===== src/hdl/lfucd_pkg.sv =====
package lfucd_pkg;

    // fixed field widths of the request and response channels
    localparam int KEY_W       = 16;
    localparam int SIZE_W      = 32;
    localparam int IDX_OUT_W   = 2;
    localparam int COUNT_OUT_W = 16;

    // request codes
    localparam logic REQ_LOOKUP = 1'b0;
    localparam logic REQ_INSERT = 1'b1;

    // control part of the token that travels down the cell chain
    typedef struct packed {
        logic valid;
        logic req_type;
        logic found;
    } t_tok_ctl;

endpackage


===== src/hdl/lfucd_req_if.sv =====
interface lfucd_req_if;
    logic                             valid;
    logic                             ready;
    logic                             req_type;
    logic [lfucd_pkg::KEY_W-1:0]      key;
    logic [lfucd_pkg::SIZE_W-1:0]     item_size;

    modport source (output valid, req_type, key, item_size, input ready);
    modport sink   (input valid, req_type, key, item_size, output ready);
endinterface


===== src/hdl/lfucd_rsp_if.sv =====
interface lfucd_rsp_if;
    logic                                valid;
    logic                                ready;
    logic                                hit;
    logic [lfucd_pkg::IDX_OUT_W-1:0]     entry_index;
    logic [lfucd_pkg::SIZE_W-1:0]        stored_size;
    logic [lfucd_pkg::COUNT_OUT_W-1:0]   use_count;

    modport source (output valid, hit, entry_index, stored_size, use_count, input ready);
    modport sink   (input valid, hit, entry_index, stored_size, use_count, output ready);
endinterface


===== src/hdl/lfucd_cell.sv =====
module lfucd_cell #(
    parameter int IDX_W      = 2,
    parameter int KEY_BITS   = 16,
    parameter int COUNT_BITS = 16,
    parameter int CELL_IDX   = 0
) (
    input  logic                          i_clk,
    input  logic                          i_rst_n,
    // token from the previous cell
    input  lfucd_pkg::t_tok_ctl           i_ctl,
    input  logic [KEY_BITS-1:0]           i_key,
    input  logic [lfucd_pkg::SIZE_W-1:0]  i_size,
    input  logic [IDX_W-1:0]              i_idx,
    input  logic [COUNT_BITS-1:0]         i_cnt,
    input  logic [lfucd_pkg::SIZE_W-1:0]  i_rsize,
    // token to the next cell
    output lfucd_pkg::t_tok_ctl           o_ctl,
    output logic [KEY_BITS-1:0]           o_key,
    output logic [lfucd_pkg::SIZE_W-1:0]  o_size,
    output logic [IDX_W-1:0]              o_idx,
    output logic [COUNT_BITS-1:0]         o_cnt,
    output logic [lfucd_pkg::SIZE_W-1:0]  o_rsize,
    // insert write-back, broadcast to all cells
    input  logic                          i_wr_en,
    input  logic [IDX_W-1:0]              i_wr_idx,
    input  logic [KEY_BITS-1:0]           i_wr_key,
    input  logic [lfucd_pkg::SIZE_W-1:0]  i_wr_size
);

    localparam logic [IDX_W-1:0]      MY_IDX    = IDX_W'(CELL_IDX);
    localparam logic [COUNT_BITS-1:0] COUNT_MAX = {COUNT_BITS{1'b1}};

    // entry state
    logic                         r_valid;
    logic [KEY_BITS-1:0]          r_key;
    logic [lfucd_pkg::SIZE_W-1:0] r_size;
    logic [COUNT_BITS-1:0]        r_cnt;

    // token registers
    lfucd_pkg::t_tok_ctl          r_ctl, n_ctl;
    logic [KEY_BITS-1:0]          r_tkey;
    logic [lfucd_pkg::SIZE_W-1:0] r_tsize;
    logic [IDX_W-1:0]             r_idx, n_idx;
    logic [COUNT_BITS-1:0]        r_tcnt, n_cnt;
    logic [lfucd_pkg::SIZE_W-1:0] r_rsize, n_rsize;

    logic                         hit_here;
    logic                         take_here;
    logic                         wr_here;
    logic [COUNT_BITS-1:0]        cnt_inc;

    // saturating increment of the hit counter
    assign cnt_inc = (r_cnt == COUNT_MAX) ? r_cnt : r_cnt + COUNT_BITS'(1);
    assign wr_here = i_wr_en && (i_wr_idx == MY_IDX);

    // match on lookup, running minimum on insert
    always_comb begin
        hit_here  = 1'b0;
        take_here = 1'b0;
        if (i_ctl.valid) begin
            if (i_ctl.req_type == lfucd_pkg::REQ_LOOKUP) begin
                hit_here = !i_ctl.found && r_valid && (r_key == i_key);
            end else begin
                take_here = !i_ctl.found || (r_cnt < i_cnt);
            end
        end
        n_ctl   = i_ctl;
        n_idx   = i_idx;
        n_cnt   = i_cnt;
        n_rsize = i_rsize;
        if (hit_here) begin
            n_ctl.found = 1'b1;
            n_idx       = MY_IDX;
            n_cnt       = cnt_inc;
            n_rsize     = r_size;
        end else if (take_here) begin
            n_ctl.found = 1'b1;
            n_idx       = MY_IDX;
            n_cnt       = r_cnt;
        end
    end

    // control state: valid mark, counter, token valid
    always_ff @(posedge i_clk) begin
        if (!i_rst_n) begin
            r_valid <= 1'b0;
            r_cnt   <= '0;
            r_ctl   <= '0;
        end else begin
            r_ctl <= n_ctl;
            if (wr_here) begin
                r_valid <= 1'b1;
                r_cnt   <= COUNT_BITS'(1);
            end else if (hit_here) begin
                r_cnt <= cnt_inc;
            end
        end
    end

    // payload: entry tag and size, token data
    always_ff @(posedge i_clk) begin
        if (wr_here) begin
            r_key  <= i_wr_key;
            r_size <= i_wr_size;
        end
        r_tkey  <= i_key;
        r_tsize <= i_size;
        r_idx   <= n_idx;
        r_tcnt  <= n_cnt;
        r_rsize <= n_rsize;
    end

    assign o_ctl   = r_ctl;
    assign o_key   = r_tkey;
    assign o_size  = r_tsize;
    assign o_idx   = r_idx;
    assign o_cnt   = r_tcnt;
    assign o_rsize = r_rsize;

endmodule


===== src/hdl/lfu_cache_directory_core.sv =====
// LFU cache directory: a small fully associative table of ENTRIES entries,
// each holding a valid mark, a key tag, a size and a hit counter.
// i_req (sink) carries one request per transaction: req_type selects lookup
// or insert, key is the tag, item_size is written on insert.
// o_rsp (source) returns exactly one response per request: hit flag, entry
// index, stored size and use count.
// Each entry lives in one cell of a chain; a request walks the chain one
// cell per cycle, doing the lookup match and the least-count search as it
// goes. An insert writes its victim as the token leaves the chain. The
// result is registered in a pending register, then loaded into the output
// register. One request is in flight at a time; the next request is taken
// the cycle after the previous response is loaded into the output register.
// Reset clears all valid marks and counters and empties the pipeline.
// If the receiver stalls, the response holds in the output register, one
// more finished response waits behind it, and i_req.ready stays low.
module lfu_cache_directory_core #(
    parameter int ENTRIES    = 3,
    parameter int KEY_BITS   = 16,
    parameter int COUNT_BITS = 16
) (
    input  logic             i_clk,
    input  logic             i_rst_n,
    lfucd_req_if.sink        i_req,
    lfucd_rsp_if.source      o_rsp
);

    localparam int IDX_W       = $clog2(ENTRIES);
    localparam int SIZE_W      = lfucd_pkg::SIZE_W;
    localparam int IDX_OUT_W   = lfucd_pkg::IDX_OUT_W;
    localparam int COUNT_OUT_W = lfucd_pkg::COUNT_OUT_W;

    // token chain wires, stage 0 is the injection point
    lfucd_pkg::t_tok_ctl   c_ctl   [ENTRIES+1];
    logic [KEY_BITS-1:0]   c_key   [ENTRIES+1];
    logic [SIZE_W-1:0]     c_size  [ENTRIES+1];
    logic [IDX_W-1:0]      c_idx   [ENTRIES+1];
    logic [COUNT_BITS-1:0] c_cnt   [ENTRIES+1];
    logic [SIZE_W-1:0]     c_rsize [ENTRIES+1];

    logic                  r_busy;
    logic                  req_fire;
    logic                  wr_en;
    logic                  end_hit;
    logic                  load_out;

    // finished result waiting for the output register
    logic                   r_pend_v;
    logic                   r_pend_hit;
    logic [IDX_OUT_W-1:0]   r_pend_idx;
    logic [SIZE_W-1:0]      r_pend_size;
    logic [COUNT_OUT_W-1:0] r_pend_cnt;

    // output register
    logic                   r_out_v;
    logic                   r_out_hit;
    logic [IDX_OUT_W-1:0]   r_out_idx;
    logic [SIZE_W-1:0]      r_out_size;
    logic [COUNT_OUT_W-1:0] r_out_cnt;

    assign i_req.ready = !r_busy;
    assign req_fire    = i_req.valid && !r_busy;

    // inject a new token
    always_comb begin
        c_ctl[0].valid    = req_fire;
        c_ctl[0].req_type = i_req.req_type;
        c_ctl[0].found    = 1'b0;
    end
    assign c_key[0]   = KEY_BITS'(i_req.key);
    assign c_size[0]  = i_req.item_size;
    assign c_idx[0]   = '0;
    assign c_cnt[0]   = '0;
    assign c_rsize[0] = '0;

    // write-back of the insert victim as the token leaves the chain
    assign wr_en = c_ctl[ENTRIES].valid && (c_ctl[ENTRIES].req_type == lfucd_pkg::REQ_INSERT);

    // chain of entry cells
    for (genvar g = 0; g < ENTRIES; g++) begin : g_cell
        lfucd_cell #(
            .IDX_W      (IDX_W),
            .KEY_BITS   (KEY_BITS),
            .COUNT_BITS (COUNT_BITS),
            .CELL_IDX   (g)
        ) u_cell (
            .i_clk     (i_clk),
            .i_rst_n   (i_rst_n),
            .i_ctl     (c_ctl[g]),
            .i_key     (c_key[g]),
            .i_size    (c_size[g]),
            .i_idx     (c_idx[g]),
            .i_cnt     (c_cnt[g]),
            .i_rsize   (c_rsize[g]),
            .o_ctl     (c_ctl[g+1]),
            .o_key     (c_key[g+1]),
            .o_size    (c_size[g+1]),
            .o_idx     (c_idx[g+1]),
            .o_cnt     (c_cnt[g+1]),
            .o_rsize   (c_rsize[g+1]),
            .i_wr_en   (wr_en),
            .i_wr_idx  (c_idx[ENTRIES]),
            .i_wr_key  (c_key[ENTRIES]),
            .i_wr_size (c_size[ENTRIES])
        );
    end

    assign end_hit  = (c_ctl[ENTRIES].req_type == lfucd_pkg::REQ_LOOKUP)
                      && c_ctl[ENTRIES].found;
    assign load_out = r_pend_v && (!r_out_v || o_rsp.ready);

    // control: busy flag, pending and output valid
    always_ff @(posedge i_clk) begin
        if (!i_rst_n) begin
            r_busy   <= 1'b0;
            r_pend_v <= 1'b0;
            r_out_v  <= 1'b0;
        end else begin
            if (req_fire) begin
                r_busy <= 1'b1;
            end else if (load_out) begin
                r_busy <= 1'b0;
            end
            if (c_ctl[ENTRIES].valid) begin
                r_pend_v <= 1'b1;
            end else if (load_out) begin
                r_pend_v <= 1'b0;
            end
            if (load_out) begin
                r_out_v <= 1'b1;
            end else if (o_rsp.ready) begin
                r_out_v <= 1'b0;
            end
        end
    end

    // result formation at the end of the chain
    always_ff @(posedge i_clk) begin
        if (c_ctl[ENTRIES].valid) begin
            if (c_ctl[ENTRIES].req_type == lfucd_pkg::REQ_INSERT) begin
                r_pend_hit  <= 1'b0;
                r_pend_idx  <= IDX_OUT_W'(c_idx[ENTRIES]);
                r_pend_size <= c_size[ENTRIES];
                r_pend_cnt  <= COUNT_OUT_W'(1);
            end else if (end_hit) begin
                r_pend_hit  <= 1'b1;
                r_pend_idx  <= IDX_OUT_W'(c_idx[ENTRIES]);
                r_pend_size <= c_rsize[ENTRIES];
                r_pend_cnt  <= COUNT_OUT_W'(c_cnt[ENTRIES]);
            end else begin
                r_pend_hit  <= 1'b0;
                r_pend_idx  <= '0;
                r_pend_size <= '0;
                r_pend_cnt  <= '0;
            end
        end
        if (load_out) begin
            r_out_hit  <= r_pend_hit;
            r_out_idx  <= r_pend_idx;
            r_out_size <= r_pend_size;
            r_out_cnt  <= r_pend_cnt;
        end
    end

    assign o_rsp.valid       = r_out_v;
    assign o_rsp.hit         = r_out_hit;
    assign o_rsp.entry_index = r_out_idx;
    assign o_rsp.stored_size = r_out_size;
    assign o_rsp.use_count   = r_out_cnt;

endmodule


===== src/flat_wrapper.sv =====
// flat-port wrapper written by rule: the top's interface ports become plain ports
module lfu_cache_directory_core_flat 
#(
    parameter int ENTRIES    = 3,
    parameter int KEY_BITS   = 16,
    parameter int COUNT_BITS = 16
)
  (i_clk, i_rst_n, i_req_valid, i_req_req_type, i_req_key, i_req_item_size, i_req_ready, o_rsp_valid, o_rsp_hit, o_rsp_entry_index, o_rsp_stored_size, o_rsp_use_count, o_rsp_ready);
  lfucd_req_if i_req_i ();
  lfucd_rsp_if o_rsp_i ();
  input  logic i_clk;
  input  logic i_rst_n;
  input wire logic [$bits(i_req_i.valid)-1:0] i_req_valid;
  input wire logic [$bits(i_req_i.req_type)-1:0] i_req_req_type;
  input wire logic [$bits(i_req_i.key)-1:0] i_req_key;
  input wire logic [$bits(i_req_i.item_size)-1:0] i_req_item_size;
  output wire logic [$bits(i_req_i.ready)-1:0] i_req_ready;
  output wire logic [$bits(o_rsp_i.valid)-1:0] o_rsp_valid;
  output wire logic [$bits(o_rsp_i.hit)-1:0] o_rsp_hit;
  output wire logic [$bits(o_rsp_i.entry_index)-1:0] o_rsp_entry_index;
  output wire logic [$bits(o_rsp_i.stored_size)-1:0] o_rsp_stored_size;
  output wire logic [$bits(o_rsp_i.use_count)-1:0] o_rsp_use_count;
  input wire logic [$bits(o_rsp_i.ready)-1:0] o_rsp_ready;
  assign i_req_i.valid = i_req_valid;
  assign i_req_i.req_type = i_req_req_type;
  assign i_req_i.key = i_req_key;
  assign i_req_i.item_size = i_req_item_size;
  assign i_req_ready = i_req_i.ready;
  assign o_rsp_valid = o_rsp_i.valid;
  assign o_rsp_hit = o_rsp_i.hit;
  assign o_rsp_entry_index = o_rsp_i.entry_index;
  assign o_rsp_stored_size = o_rsp_i.stored_size;
  assign o_rsp_use_count = o_rsp_i.use_count;
  assign o_rsp_i.ready = o_rsp_ready;
  lfu_cache_directory_core #(.ENTRIES(ENTRIES), .KEY_BITS(KEY_BITS), .COUNT_BITS(COUNT_BITS)) u_core (.i_clk(i_clk), .i_rst_n(i_rst_n), .i_req(i_req_i), .o_rsp(o_rsp_i));
endmodule

===== config.mk =====
export PLATFORM = sky130hd
export DESIGN_NAME = lfu_cache_directory_core_flat
export DESIGN_NICKNAME = d
export VERILOG_FILES = /design/src/hdl/lfucd_pkg.sv /design/src/hdl/lfucd_req_if.sv /design/src/hdl/lfucd_rsp_if.sv /design/src/hdl/lfucd_cell.sv /design/src/hdl/lfu_cache_directory_core.sv /design/src/flat_wrapper.sv
export SDC_FILE = /design/constraint.sdc
export NUM_CORES = 1
export LEC_CHECK = 0
export BUFFER_PORTS_ARGS = -buffer_cell sky130_fd_sc_hd__buf_4
export CORE_UTILIZATION = 23
export CTS_BUF_LIST = sky130_fd_sc_hd__clkbuf_4
export CTS_CLUSTER_DIAMETER = 50
export DETAILED_ROUTE_END_ITERATION = 12
export PLACE_DENSITY = 0.49
export SLEW_MARGIN = 15
export SYNTH_ARGS = -nofsm -noshare
export SYNTH_HDL_FRONTEND = slang
export SYNTH_HIERARCHICAL = 1
export SYNTH_SLANG_ARGS = --single-unit

===== constraint.sdc =====
create_clock -name i_clk -period 11.2 [get_ports i_clk]
set_input_delay 1.68 -clock i_clk [delete_from_list [all_inputs] [get_ports i_clk]]
set_output_delay 1.68 -clock i_clk [all_outputs]
set_load 0.05 [all_outputs]

; ---- Word-level counts from Yosys, hierarchy flattened
; Index checks and enable logic that the tools add are counted.
[classes]
bitwise_logic = 3
n_reduce_logical = 32
add_sub_neg = 3
eq_ne = 8
order_cmp = 2
n_mux = 46
[op_table]
columns = cell, count
row1 = 16-bit two-way mux, 9
row2 = 32-bit two-way mux, 4
row3 = 16-bit by 1-bit adder with 16-bit output (second input constant), 3
row4 = 16-bit equality test, 3
row5 = 16-bit equality test (second input constant), 3
row6 = 16-bit less-than comparator, 2
row7 = 1-bit two-way mux, 31
row8 = 1-bit logical AND, 12
row9 = 2-bit nonzero test, 6
row10 = 2-bit OR reduction, 6
row11 = 1-bit logical NOT, 4
row12 = 2-bit two-way mux, 2
row13 = 1-bit logical OR, 3
row14 = 1-bit inverter, 3
row15 = 2-bit by 1-bit equality test with 1-bit output (second input constant), 1
row16 = 2-bit equality test (second input constant), 1
row17 = 2-bit logical NOT, 1
[word_totals]
input_bits = 53
elab_cells = 144
regBits = 600
out_inout_bits = 53

; ---- Longest topological paths before layout
[depth]
depth_word = 7
depth_mapped = 10
ltp_nobuf = 8

; ---- Modules after synthesis
; The synthesis kept the hierarchy.
[modules_own_cells]
columns = mod, cells_each, seq_area_each_um2, instances, area_per_inst_um2
row1 = lfucd_cell (u_core.g_cell[0].u_cell), 530, 3803.6, 1, 5957.0
row2 = lfucd_cell (u_core.g_cell[1].u_cell), 535, 3803.6, 1, 5918.2
row3 = lfucd_cell (u_core.g_cell[2].u_cell), 515, 3803.6, 1, 5873.1
row4 = lfu_cache_directory_core, 243, 3123.0, 1, 3837.4

; ---- Least setup slack after synthesis
; No wires, ideal clock.
[synth_timing]
kind = register -> register
startpoint = register u_core.g_cell[2].u_cell.r_ctl (netlist bit u_core/g_cell[2].u_cell/o_ctl[2])
endpoint = register u_core.g_cell[0].u_cell.r_cnt[2]
period_less_slack_ps = 6345
path_buffers = 1
required_ps = 11072
path_stages_with_launch = 6
arrival_ps = 6217
setup_slack_ps = 4855
setup_ps = 128
cell_sequence = dfxtp_1 and2_1 nor3b_1 nand2b_1 clkbuf_1 nor2_1
[synth_between]
elab_chain_cells = 3
[synth_lines]
columns = item, line
row1 = start: declaration, lfucd_cell.sv:40  ; lfucd_pkg::t_tok_ctl r_ctl, n_ctl;
row2 = start signal: assignment, lfucd_cell.sv:90  ; r_ctl <= n_ctl;
row3 = 1-bit logical AND, lfu_cache_directory_core.sv:76  ; assign wr_en = c_ctl[ENTRIES].valid && (c_ctl[ENTRIES].req_type == lfucd_pkg::REQ_INSERT);
row4 = via u_core.wr_en, lfu_cache_directory_core.sv:42  ; logic wr_en;
row5 = 1-bit logical AND, lfucd_cell.sv:54  ; assign wr_here = i_wr_en && (i_wr_idx == MY_IDX);
row6 = via u_core.g_cell[0].u_cell.wr_here, lfucd_cell.sv:49  ; logic wr_here;
row7 = 2-bit OR reduction (no source line), -
row8 = end signal: assignment, lfucd_cell.sv:95  ; r_cnt <= cnt_inc;
row9 = end: declaration, lfucd_cell.sv:37  ; logic [COUNT_BITS-1:0] r_cnt;
; The timed path passes the listed nets, and every way through them passes these cells.
; A chain may end at the register's enable or synchronous reset.

==> summary.md <==
* finished clean — status
* 35.57% — fraction of the cycle the final worst path needs
* sky130_fd_sc_hd__clkbuf_4 — clock tree root driver cell
* sky130_fd_sc_hd__dfxtp_1 — Primary FF master, synth
* 0.09236 mm2 — standard cell core area
* 20.71% — fraction of layout cells with a size suffix above 1
* 3480 — final cell count without fillers
* 67.33% — sequential element share of the synthesized area
* 0 — Setup Fix Bufs, Post-CTS
* 23.37% — initial core utilization
* 0 — Antenna Violating Nets Remaining
* 163 — number of clock buffers inserted by TritonCTS
* 0.00007260 V — maximum vdd drop
* 0 ns — Setup TNS
* 0.003440 W — cell-internal power
* 6 — Synth warnings
* 0.2510 GHz — timing-limited maximum frequency
* 83180 um — first-pass GRT wire length
* 11.84 um2 — Avg Inst Size Synth
* 1823 — Syn Inst Count
* 28.38% — Slew headroom
* sky130_fd_sc_hd__nand2_1 — most used standard cell by instance count after synthesis
* 12.01 ns — Crit path required time
* 3 — initial antenna violation count
* buf_4 -> nor2b_1 -> and4bb_1 -> nand4_1 -> nor4_4 -> and2_2 -> a31oi_1 -> o221a_1 — cell chain of the critical path
* 0.01454 mm2 — flip-flop and latch area
* 0.8408 — routability congestion estimate
* 37 — highest net fanout along the worst path
* 111 — num rows
* 9.880 nW — leakage power summed over all cells
* 15.25 um — mean routed wirelength per cell
* 308.4 um — die extent in y
* 1.074 ns — measured slew at the worst slew-check pin
* 3.4% — fraction of power consumed by combinational cells
* 7.216 ns — fin worst setup slack
* 0.02159 mm2 — post-synthesis cell area
* 0 — grt ovf
* 0 — number of hold buffers added after cts
* simple AND/OR/NAND/NOR gates — gate family responsible for the most delay along the worst path
* 0% — Async SR Flop Fraction
* 718 — starting DRC count in detailed routing
* 2202 — total number of nets in the final design
* 308.4 um — DIE WIDTH
* sky130_fd_sc_hd__edfxtp_1 — area leader, netlist
* 53080 um — sum of routed wire length over all layers
* 0.09185 ns — setup skew after layout
* 0.99 ns — clock latency reported for the late side of the worst-skew pair
* input pin to flip-flop — category of the critical setup timing path
* yes — CTS tree
* 1 — Buf+Inv Stages, Crit Path
* 9581 — fill cell count
* 11.42% — global-route usage over all layers
* 43.4% — Clock Power Share
* 6.240 ns — pre-CTS setup slack
* sky130_fd_sc_hd__and2_2 — cell with the biggest individual delay on the critical path
* 4.80 ns — data arrival time of the critical path
* 34.22% — share of the synthesized area in the top cell type
* 106 — I/O pin count
* 23.69% — switch share
* 105 — Buffers on Ports
* 0.85 ns — slowest stage delay, CP
* 0.09508 mm2 — die area
* sky130_fd_sc_hd__nand2_1 (409), sky130_fd_sc_hd__dfxtp_1 (357), sky130_fd_sc_hd__edfxtp_1 (246) — most frequent cells after synthesis
* 603 — number of synthesized register bits
* 246 — count of flip-flops with a built-in enable after synthesis
* 0 — Setup violations, final
* 3.984 ns — min Tclk post-route
* 0 — max-cap violation count
* 6 — number of iterations in the first detailed-routing pass
* 0.006673 mm2 — area of the multi-input gates
* 83 — Netlist cell types
* 0 — post-CTS resize count
* 0 — number of hold violations in the final report
* 603 — Sinks on Clock Net
* 14870 — vias in the first global route
* 33960 um — Detailed Place HPWL
* 4.106 — average vias per placed instance
* 0 — number of remaining DRC errors
* sky130_fd_sc_hd__edfxtp_1 (34%), sky130_fd_sc_hd__dfxtp_1 (33%), sky130_fd_sc_hd__nand2_1 (7.1%) — most area-consuming cells after synthesis
* 0 — Final Slew Violations
* 3 — largest buffer count on any clock path
* flip-flop — CP endpoint kind
* input pin — Startpoint Class
* 53.2% — share of power burned in registers
* 4 — depth of the CTS H-tree
* 20.84% — Area Overhead vs Synth
* flip-flop to flip-flop — worst hold-check path type
* 69 — largest net degree at the start of global routing
* 0.06 ns — Clock Pin Slew Worst Setup and Hold Paths
* 172.8 mW/mm2 — ratio of total power to cell area
* no — setup repair after global routing missed its margin
* 3179 — placed cell count
* 14290 — total number of vias
* 0.001068 W — net switching power
## layout by cell type, fill, tap and decap left out, types with 5 or more instances in the layout
cell	Yosys	routed
sky130_fd_sc_hd__and3_1	18	18
sky130_fd_sc_hd__conb_1	1	58
sky130_fd_sc_hd__a211oi_1	14	14
sky130_fd_sc_hd__a221oi_2	8	8
sky130_fd_sc_hd__o21ai_0	66	66
sky130_fd_sc_hd__clkinv_2	0	8
sky130_fd_sc_hd__nand2b_1	5	5
sky130_fd_sc_hd__edfxtp_1	246	246
sky130_fd_sc_hd__nor3b_1	8	7
sky130_fd_sc_hd__buf_4	5	120
sky130_fd_sc_hd__nand2_1	409	408
sky130_fd_sc_hd__dfxtp_1	357	355
sky130_fd_sc_hd__and2_1	26	23
sky130_fd_sc_hd__a221oi_1	11	11
sky130_fd_sc_hd__nand3b_1	5	5
sky130_fd_sc_hd__nand4_1	29	29
sky130_fd_sc_hd__inv_1	68	67
sky130_fd_sc_hd__xor2_1	13	13
sky130_fd_sc_hd__ha_1	48	48
sky130_fd_sc_hd__or4_1	6	6
sky130_fd_sc_hd__nor2_1	60	58
sky130_fd_sc_hd__o221a_2	7	7
sky130_fd_sc_hd__clkbuf_4	0	243
sky130_fd_sc_hd__and2_2	2	5
sky130_fd_sc_hd__o21ai_2	6	6
sky130_fd_sc_hd__a21oi_1	74	74
sky130_fd_sc_hd__clkinv_1	0	34
sky130_fd_sc_hd__xnor2_1	47	47
sky130_fd_sc_hd__nor4_4	5	5
sky130_fd_sc_hd__and4_1	9	9
sky130_fd_sc_hd__nand3_1	56	56
sky130_fd_sc_hd__or3_1	15	15
sky130_fd_sc_hd__nor3_1	32	32
sky130_fd_sc_hd__o21a_1	18	18
sky130_fd_sc_hd__or2_2	5	5
## per-layer routing
metal / track usage, % / share of wire [%] / up-vias
met5: 0 / 0 / -
met4: 5.079 / 2.2 / 0
met3: 3.044 / 5.5 / 92
met2: 18.67 / 47 / 374
met1: 14.02 / 45 / 6806
li1: - / - / 7016
## power by group through the flow
| stage | combinational [W] | clock [W] | sequential [W] |
|---|---|---|---|
| detailed placement | 0.000155 | 0 | 0.00245 |
| floorplan | 0.0000967 | 0 | 0.00243 |
| global placement | 0.000153 | 0 | 0.00244 |
| CTS | 0.000156 | 0.00206 | 0.00240 |
| global route | 0.000174 | 0.00218 | 0.00240 |
| finish | 0.000154 | 0.00196 | 0.00240 |
## state kept, by name, summed over array words and instances, names as in the netlist
name                          cells
u_core/g_cell.u_cell/o_key       48
u_core/r_pend_cnt                16
u_core/g_cell.u_cell/o_cnt       48
u_core/r_pend_v                   1
u_core/o_rsp.entry_index          2
u_core/g_cell.u_cell/o_rsize     96
u_core/g_cell.u_cell/r_key       48
u_core/r_pend_idx                 2
u_core/r_pend_size               32
u_core/g_cell.u_cell/r_size      96
u_core/o_rsp.stored_size         32
u_core/o_rsp.hit                  1
u_core/g_cell.u_cell/r_cnt       48
u_core/r_busy                     1
u_core/o_rsp.use_count           16
u_core/r_pend_hit                 1
u_core/g_cell.u_cell/o_ctl        9
u_core/o_rsp.valid                1
u_core/g_cell.u_cell/r_valid      3
u_core/g_cell.u_cell/o_idx        6
u_core/g_cell.u_cell/o_size      96
## cells by family (layout without fill, tap and decap cells)
logic type | after synthesis | count (layout) | share of synthesized area, %
simple gates | 727 | 727 | 16.32
flops | 603 | 603 | 67.33
compound gates | 251 | 251 | 8.225
buf+inv | 132 | 488 | 2.846
xor+xnor | 60 | 60 | 2.434
fa+ha+maj | 48 | 48 | 2.782
other cells | 1 | 59 | 0.01737
mux | 1 | 1 | 0.04637
## stage by stage
stage | area (um2) | util [%] | hold slack [ns] | power, W
floorplan | 21800 | - | 0.3096 | 0.002528
global placement | 23920 | 25.90 | 0.3148 | 0.002598
detailed placement | 23920 | 25.90 | 0.3121 | 0.002602
CTS | 26080 | 28.24 | 0.2902 | 0.004613
global route | 26090 | 28.24 | 0.3102 | 0.004758
finish | 26090 | 28.24 | 0.2826 | 0.004507
## final timing paths
kind | startpoint | endpoint | slack (ns) | cells after the start
setup / recovery | i_req_valid | u_core/g_cell[0].u_cell/o_cnt[1] | 7.22 | 8
hold / removal | u_core/g_cell[0].u_cell/o_size[4] | u_core/g_cell[1].u_cell/o_size[4] | 0.28 | 0
setup reg to reg | u_core/r_busy | u_core/g_cell[0].u_cell/o_cnt[1] | 7.70 | 7
hold reg to reg | u_core/g_cell[0].u_cell/o_size[4] | u_core/g_cell[1].u_cell/o_size[4] | 0.28 | 0
## layout make-up
class | count | share of cell area [%]
antenna | 1 | 0.009593
clock buffer | 243 | 6.993
clock inverter | 57 | 1.295
inverter | 68 | 0.9785
multi-input combinational | 1145 | 25.58
sequential | 603 | 55.73
tap | 1243 | 5.962
timing repair buffer | 120 | 3.454
No activity file was read; power rests on OpenSTA's default activity.
